[src/design/sha_pkg.sv]
// ----------------------------------------------------------------------------
// sha_pkg
// constants and round functions shared by the sha-256 / sha-224 hasher
// ----------------------------------------------------------------------------
package sha_pkg;

	localparam int HashWords = 8;

	typedef logic [31:0] word_t;

	function automatic word_t round_k(input logic [5:0] i);
		word_t k;
		unique case (i)
			6'd0: k = 32'h428a2f98; 6'd1: k = 32'h71374491; 6'd2: k = 32'hb5c0fbcf;
			6'd3: k = 32'he9b5dba5; 6'd4: k = 32'h3956c25b; 6'd5: k = 32'h59f111f1;
			6'd6: k = 32'h923f82a4; 6'd7: k = 32'hab1c5ed5; 6'd8: k = 32'hd807aa98;
			6'd9: k = 32'h12835b01; 6'd10: k = 32'h243185be; 6'd11: k = 32'h550c7dc3;
			6'd12: k = 32'h72be5d74; 6'd13: k = 32'h80deb1fe; 6'd14: k = 32'h9bdc06a7;
			6'd15: k = 32'hc19bf174; 6'd16: k = 32'he49b69c1; 6'd17: k = 32'hefbe4786;
			6'd18: k = 32'h0fc19dc6; 6'd19: k = 32'h240ca1cc; 6'd20: k = 32'h2de92c6f;
			6'd21: k = 32'h4a7484aa; 6'd22: k = 32'h5cb0a9dc; 6'd23: k = 32'h76f988da;
			6'd24: k = 32'h983e5152; 6'd25: k = 32'ha831c66d; 6'd26: k = 32'hb00327c8;
			6'd27: k = 32'hbf597fc7; 6'd28: k = 32'hc6e00bf3; 6'd29: k = 32'hd5a79147;
			6'd30: k = 32'h06ca6351; 6'd31: k = 32'h14292967; 6'd32: k = 32'h27b70a85;
			6'd33: k = 32'h2e1b2138; 6'd34: k = 32'h4d2c6dfc; 6'd35: k = 32'h53380d13;
			6'd36: k = 32'h650a7354; 6'd37: k = 32'h766a0abb; 6'd38: k = 32'h81c2c92e;
			6'd39: k = 32'h92722c85; 6'd40: k = 32'ha2bfe8a1; 6'd41: k = 32'ha81a664b;
			6'd42: k = 32'hc24b8b70; 6'd43: k = 32'hc76c51a3; 6'd44: k = 32'hd192e819;
			6'd45: k = 32'hd6990624; 6'd46: k = 32'hf40e3585; 6'd47: k = 32'h106aa070;
			6'd48: k = 32'h19a4c116; 6'd49: k = 32'h1e376c08; 6'd50: k = 32'h2748774c;
			6'd51: k = 32'h34b0bcb5; 6'd52: k = 32'h391c0cb3; 6'd53: k = 32'h4ed8aa4a;
			6'd54: k = 32'h5b9cca4f; 6'd55: k = 32'h682e6ff3; 6'd56: k = 32'h748f82ee;
			6'd57: k = 32'h78a5636f; 6'd58: k = 32'h84c87814; 6'd59: k = 32'h8cc70208;
			6'd60: k = 32'h90befffa; 6'd61: k = 32'ha4506ceb; 6'd62: k = 32'hbef9a3f7;
			default: k = 32'hc67178f2;
		endcase
		return k;
	endfunction

	function automatic word_t init_word(input logic mode, input logic [2:0] i);
		word_t v;
		unique case ({mode, i})
			4'h0: v = 32'h6a09e667; 4'h1: v = 32'hbb67ae85; 4'h2: v = 32'h3c6ef372;
			4'h3: v = 32'ha54ff53a; 4'h4: v = 32'h510e527f; 4'h5: v = 32'h9b05688c;
			4'h6: v = 32'h1f83d9ab; 4'h7: v = 32'h5be0cd19; 4'h8: v = 32'hc1059ed8;
			4'h9: v = 32'h367cd507; 4'ha: v = 32'h3070dd17; 4'hb: v = 32'hf70e5939;
			4'hc: v = 32'hffc00b31; 4'hd: v = 32'h68581511; 4'he: v = 32'h64f98fa7;
			default: v = 32'hbefa4fa4;
		endcase
		return v;
	endfunction

	function automatic word_t rotr(input word_t x, input int n);
		return (x >> n) | (x << (32 - n));
	endfunction

endpackage

[src/design/sha256_byte_stream_hasher_unit.sv]
// ----------------------------------------------------------------------------
// sha256_byte_stream_hasher_unit
// byte-serial sha-256 / sha-224 hasher with one shared round unit
// ----------------------------------------------------------------------------
// s_axis carries one item per byte: tuser is the action (0 absorb, 1 finish),
// tdata is the message byte. cfg writes digest_mode (0 sha-256, 1 sha-224)
// and restarts the message; write it only while the block is idle.
// an absorb item is written straight into the block buffer, except the 64th
// byte of a block, which runs the compression: a load of the working
// variables, 64 rounds of the shared round unit, one per cycle, and an add
// into the hash words.
// a finish item writes the padding one byte a cycle into the block buffer,
// compresses once or twice, then sends 8 (or 7) digest words on m_axis,
// word_index in tuser and tlast on the final word. s_axis_tready is low
// from acceptance until the last word is taken; a stalled receiver holds
// the word in the output register. reset loads the sha-256 initial values,
// clears the byte position, bit count and mode; the buffer is not cleared.
// ----------------------------------------------------------------------------
module sha256_byte_stream_hasher_unit (
	input  logic        clk,
	input  logic        arst_n,
	input  logic        cfg_valid,
	output logic        cfg_ready,
	input  logic [0:0]  cfg_data,
	input  logic        s_axis_tvalid,
	output logic        s_axis_tready,
	input  logic [7:0]  s_axis_tdata,   // data_byte
	input  logic [0:0]  s_axis_tuser,   // action
	output logic        m_axis_tvalid,
	input  logic        m_axis_tready,
	output logic [31:0] m_axis_tdata,   // digest_word
	output logic [2:0]  m_axis_tuser,   // word_index
	output logic        m_axis_tlast    // last_word
);

	localparam logic [2:0] StIdle = 3'd0;
	localparam logic [2:0] StPad  = 3'd1;
	localparam logic [2:0] StLoad = 3'd2;
	localparam logic [2:0] StRnd  = 3'd3;
	localparam logic [2:0] StAdd  = 3'd4;
	localparam logic [2:0] StOut  = 3'd5;

	logic [2:0] state_q;
	logic mode_q;
	logic fin_q;
	sha_pkg::word_t h_q [sha_pkg::HashWords];
	sha_pkg::word_t v_q [8];
	sha_pkg::word_t w_q [16];
	logic [5:0] pos_q;
	logic [63:0] bits_q;
	logic [5:0] rnd_q;
	logic ld_q;
	logic [2:0] oi_q;
	logic ov_q;
	logic [31:0] od_q;
	logic ol_q;

	logic s_acc, cfg_acc;
	assign cfg_ready = (state_q == StIdle);
	assign cfg_acc = cfg_valid && cfg_ready;
	assign s_axis_tready = (state_q == StIdle) && !cfg_valid;
	assign s_acc = s_axis_tvalid && s_axis_tready;

	// block bytes go straight into the schedule words, big-endian
	logic byte_we;
	logic [7:0] byte_d;
	always_comb begin
		byte_we = 1'b0;
		byte_d = 8'h00;
		if (s_acc) begin
			byte_we = 1'b1;
			byte_d = s_axis_tuser[0] ? 8'h80 : s_axis_tdata;
		end else if (state_q == StPad) begin
			byte_we = 1'b1;
			if (pos_q >= 6'd56 && fin_q && ld_q) begin
				byte_d = 8'(bits_q >> {~pos_q[2:0], 3'b000});
			end
		end
	end

	// schedule and round datapath
	sha_pkg::word_t w2, w15, s0, s1, wn, wr, t1, t2, a, b, c, e, f, g;
	always_comb begin
		w2 = w_q[4'(rnd_q - 6'd2)];
		w15 = w_q[4'(rnd_q - 6'd15)];
		s0 = sha_pkg::rotr(w15, 7) ^ sha_pkg::rotr(w15, 18) ^ (w15 >> 3);
		s1 = sha_pkg::rotr(w2, 17) ^ sha_pkg::rotr(w2, 19) ^ (w2 >> 10);
		wn = s1 + w_q[4'(rnd_q - 6'd7)] + s0 + w_q[rnd_q[3:0]];
		wr = (rnd_q < 6'd16) ? w_q[rnd_q[3:0]] : wn;
		a = v_q[0]; b = v_q[1]; c = v_q[2];
		e = v_q[4]; f = v_q[5]; g = v_q[6];
		t1 = v_q[7] + (sha_pkg::rotr(e, 6) ^ sha_pkg::rotr(e, 11) ^ sha_pkg::rotr(e, 25))
			+ (g ^ (e & (f ^ g))) + sha_pkg::round_k(rnd_q) + wr;
		t2 = (sha_pkg::rotr(a, 2) ^ sha_pkg::rotr(a, 13) ^ sha_pkg::rotr(a, 22))
			+ ((a & b) | (c & (a | b)));
	end

	always_ff @(posedge clk) begin
		if (byte_we) begin
			unique case (pos_q[1:0])
				2'd0: w_q[pos_q[5:2]][31:24] <= byte_d;
				2'd1: w_q[pos_q[5:2]][23:16] <= byte_d;
				2'd2: w_q[pos_q[5:2]][15:8] <= byte_d;
				default: w_q[pos_q[5:2]][7:0] <= byte_d;
			endcase
		end else if (state_q == StLoad) begin
			for (int i = 0; i < 8; i++) begin
				v_q[i] <= h_q[i];
			end
		end else if (state_q == StRnd) begin
			if (rnd_q >= 6'd16) begin
				w_q[rnd_q[3:0]] <= wn;
			end
			v_q[7] <= g; v_q[6] <= f; v_q[5] <= e; v_q[4] <= v_q[3] + t1;
			v_q[3] <= c; v_q[2] <= b; v_q[1] <= a; v_q[0] <= t1 + t2;
		end
	end

	// ld_q marks the pass that writes the length bytes
	always_ff @(posedge clk or negedge arst_n) begin
		if (!arst_n) begin
			state_q <= StIdle;
			mode_q <= 1'b0;
			fin_q <= 1'b0;
			pos_q <= '0;
			bits_q <= '0;
			rnd_q <= '0;
			ld_q <= 1'b0;
			oi_q <= '0;
			ov_q <= 1'b0;
			od_q <= '0;
			ol_q <= 1'b0;
			for (int i = 0; i < 8; i++) begin
				h_q[i] <= sha_pkg::init_word(1'b0, 3'(i));
			end
		end else begin
			unique case (state_q)
				StIdle: begin
					if (cfg_acc) begin
						mode_q <= cfg_data[0];
						pos_q <= '0;
						bits_q <= '0;
						for (int i = 0; i < 8; i++) begin
							h_q[i] <= sha_pkg::init_word(cfg_data[0], 3'(i));
						end
					end else if (s_acc && s_axis_tuser[0] == 1'b0) begin
						pos_q <= pos_q + 6'd1;
						bits_q <= bits_q + 64'd8;
						fin_q <= 1'b0;
						if (pos_q == 6'd63) begin
							state_q <= StLoad;
						end
					end else if (s_acc) begin
						fin_q <= 1'b1;
						ld_q <= (pos_q < 6'd56);
						pos_q <= pos_q + 6'd1;
						state_q <= (pos_q == 6'd63) ? StLoad : StPad;
					end
				end
				StPad: begin
					pos_q <= pos_q + 6'd1;
					if (pos_q == 6'd63) begin
						state_q <= StLoad;
					end
				end
				StLoad: begin
					rnd_q <= '0;
					state_q <= StRnd;
				end
				StRnd: begin
					rnd_q <= rnd_q + 6'd1;
					if (rnd_q == 6'd63) begin
						state_q <= StAdd;
					end
				end
				StAdd: begin
					for (int i = 0; i < 8; i++) begin
						h_q[i] <= h_q[i] + v_q[i];
					end
					if (!fin_q) begin
						state_q <= StIdle;
					end else if (!ld_q) begin
						ld_q <= 1'b1;
						state_q <= StPad;
					end else begin
						oi_q <= '0;
						od_q <= h_q[0] + v_q[0];
						ol_q <= 1'b0;
						ov_q <= 1'b1;
						state_q <= StOut;
					end
				end
				StOut: begin
					if (m_axis_tready) begin
						if (ol_q) begin
							ov_q <= 1'b0;
							fin_q <= 1'b0;
							pos_q <= '0;
							bits_q <= '0;
							for (int i = 0; i < 8; i++) begin
								h_q[i] <= sha_pkg::init_word(mode_q, 3'(i));
							end
							state_q <= StIdle;
						end else begin
							oi_q <= oi_q + 3'd1;
							od_q <= h_q[oi_q + 3'd1];
							ol_q <= (oi_q + 3'd1) == (mode_q ? 3'd6 : 3'd7);
						end
					end
				end
				default: state_q <= StIdle;
			endcase
		end
	end

	assign m_axis_tvalid = ov_q;
	assign m_axis_tdata = od_q;
	assign m_axis_tuser = oi_q;
	assign m_axis_tlast = ol_q;

endmodule

[config.mk]
export PLATFORM = sky130hd
export DESIGN_NAME = sha256_byte_stream_hasher_unit
export DESIGN_NICKNAME = d
export VERILOG_FILES = /design/src/design/sha_pkg.sv /design/src/design/sha256_byte_stream_hasher_unit.sv
export SDC_FILE = /design/constraint.sdc
export NUM_CORES = 2
export LEC_CHECK = 0
export ABC_CLOCK_PERIOD_IN_PS = 33100
export BUFFER_PORTS_ARGS = -buffer_cell sky130_fd_sc_hd__buf_2
export CELL_PAD_IN_SITES_DETAIL_PLACEMENT = 1
export CELL_PAD_IN_SITES_GLOBAL_PLACEMENT = 1
export CORE_MARGIN = 8
export CORE_UTILIZATION = 40
export CTS_BUF_LIST = sky130_fd_sc_hd__clkbuf_4
export CTS_CLUSTER_DIAMETER = 100
export DETAILED_ROUTE_END_ITERATION = 8
export PLACE_DENSITY = 0.65
export SLEW_MARGIN = 10
export SYNTH_ARGS = -nofsm -noshare
export SYNTH_HDL_FRONTEND = slang
export SYNTH_SLANG_ARGS = --single-unit
[constraint.sdc]
create_clock -name clk -period 33.1 [get_ports clk]
set_input_delay 8.275 -clock clk [delete_from_list [all_inputs] [get_ports clk]]
set_output_delay 8.275 -clock clk [all_outputs]
set_load 0.01 [all_outputs]
==> impl_metrics.ini <==
[synth]
synth_seq_cells = 1140
syn_inst = 7892
syn_area_sq_mm = 0.0847
ys.flop_type = edfxtp_1
synth.distinct_cells = 95
syn_area_per_cell_sq_um = 10.7
synth_warnings = 0
async_flop_share_pct = 32.6
ys_seq_area_share_pct = 38.4
synth-edff-count = 768
mappedNetlistNets = 8511

[setup_path]
critPathLaunch = cfg_valid
start_kind = input pin
worstSetupPathType = input pin to output port
critPathBufInv = 2
r2r_start = rnd_q[1]
critPathMostFrequentCell = buf_2
cp_slowest_cell = buf_2
path_max_fanout = 7
slowest_delay_ps = 250
crit_arrival_ps = 8760
worstSetupEndpointType = output port
required_ps = 24820
path_delay_family = buffers and inverters
path_cells = buf_2, nor2_1, buf_2

[clock_network]
cts_sinks = 1140
cts_hold_buf = 0
htree_levels = 5
clock_path_buffers = 4
post_cts_buffers = 0
cts_tree = built
clkTransAtPathRegs_ps = 60
cts_resized = 0
cts_made_buffers = 348
root_buffer = clkbuf_4
insertion_delay_ps = 1400

[power_and_ir_drop]
peakVddDrop_v = 0.0000370
leakage_uw = 0.0355
power_density_mw_per_mm2 = 31.7

[sta]
layout_setup_ws_ps = 16060
period_needed_ps = 17040
slew_headroom_pct = 9.66
finalCritPeriodShare_pct = 51.5
setup_viol = 0
finalClockSkew_ps = 109
fmax_ghz = 0.0587
maxSlewViolCount = 0
worst_pin_slew_ps = 1350
finalHoldViolations = 0
rsz0062_at_grt = false
whs_ps = 473
tns_ps = 0

[final_layout]
final_common_cell = nand2_1
utilization_pct = 43.8
mostFrequentLayoutCells = 1054 x nand2_1, 768 x edfxtp_1, 557 x a21oi_1
drive_gt1_share_pct = 18.5
fillers = 23200
layout.nets = 8644
synthToLayoutAreaGrowth_pct = 9.33

[floorplanning]
io_pins = 54
fp.coreArea_sq_mm = 0.211
die_width_microns = 476
dieHeight_microns = 476
die_area_sq_mm = 0.227
start_util_pct = 40.1
num_rows = 169

[route]
ant_nets = 0
totalWireLength_mm = 336
wl_per_cell_microns = 30.2
viasPerCell = 6.19
drt_iter0_drc = 6263
first_pass_iters = 6
vias = 68800
drcViolationCount = 0

[global_routing]
grt_max_degree = 141
antenna_found_initial = 9
track_usage_pct = 29.0
grt_pass1_vias = 71000
grt_pass1_wl_mm = 489
grt_overflow_total = 0

[flow_run]
max_cap_violations = 0

[run_status]
outcome = complete, no violations

[place]
port_buffers = 53
place_congestion = 0.979
hpwl_mm = 242
dp_slack_ps = 16100

[worst_hold_path]
hold_class = register to register
hp-start = m_axis_tdata[2]
area by class of cell:
class | count | area [sq um] | area share (%)
antenna | 10 | 25.0 | 0.0270
clock buffer | 512 | 3840 | 4.15
clock inverter | 97 | 458 | 0.495
inverter | 381 | 1440 | 1.55
multi-input combinational | 5914 | 49000 | 52.9
sequential | 1140 | 32600 | 35.2
tap | 2821 | 3530 | 3.81
timing repair buffer | 240 | 1740 | 1.88
Yosys cell counts (all sizes together), types with 196 or more instances:
library cell / number / share of area, %
a21oi: 558 / 3.3
xnor2: 432 / 4.5
edfxtp: 768 / 27
inv: 379 / 1.7
clkbuf: 333 / 1.5
o21ai: 540 / 3.2
ha: 408 / 6.0
dfrtp: 236 / 7.0
mux4: 509 / 14
nor2: 505 / 2.2
fa: 196 / 4.6
nand2: 1059 / 4.7
layer usage:
layer	GRT usage [%]	vias to the layer above	part of all wire, %
met5	0	-	0.0039
li1	-	29600	-
met3	5.18	822	6.9
met4	13.9	2	5.4
met1	37.1	35500	40
met2	47.8	2989	47
power by group:
group / internal [uW] / switching [uW] / total [uW] / leakage [uW]
Clock: 729 / 683 / 1410 / 0.00259
Sequential: 1510 / 0.111 / 1510 / 0.0100
Combinational: 1.44 / 13.0 / 14.4 / 0.0229
Total: 2240 / 696 / 2930 / 0.0355
stage by stage:
step           total power [uW]  area, sq um  cells
6_report                   2930        92600  11100
5_1_grt                    3030        92600  11100
4_1_cts                    2970        92500  11100
3_5_place_dp               1550        88200  10500
3_3_place_gp               1550        88200  10500
2_1_floorplan              1540        84700   7892
sequential cells by signal, indices dropped and copies added (netlist names), 3 cells and up:
name,count
state_q,3
m_axis_tdata,32
v_q,256
m_axis_tuser,3
rnd_q,6
pos_q,6
h_q,256
w_q,512
bits_q,61
cell families (layout without fill, tap and decap cells):
group,after synthesis,after routing,share of synthesized area [%]
and+or+nand+nor,2105,2105,10.7
AOI/OAI and AO/OA,1868,1868,13.7
DFF,1140,1140,38.4
buffers and inverters,838,1230,3.95
muxes,701,701,15.9
adders and majority gates,634,634,11.0
xor gates and xnor gates,606,606,6.31
other,0,10,0
final timing paths:
kind                                    end  slack [ps]  cells past startpoint
min reg2reg                 m_axis_tdata[2]         470                      1
max                           s_axis_tready       16060                      3
min                         m_axis_tdata[2]         470                      1
max in group asynchronous             fin_q       23770                      3
max reg2reg                      v_q[0][30]       17470                     53
min in group asynchronous  m_axis_tdata[15]        6870                      1
Note: power is estimated with default switching activity, not from simulation.
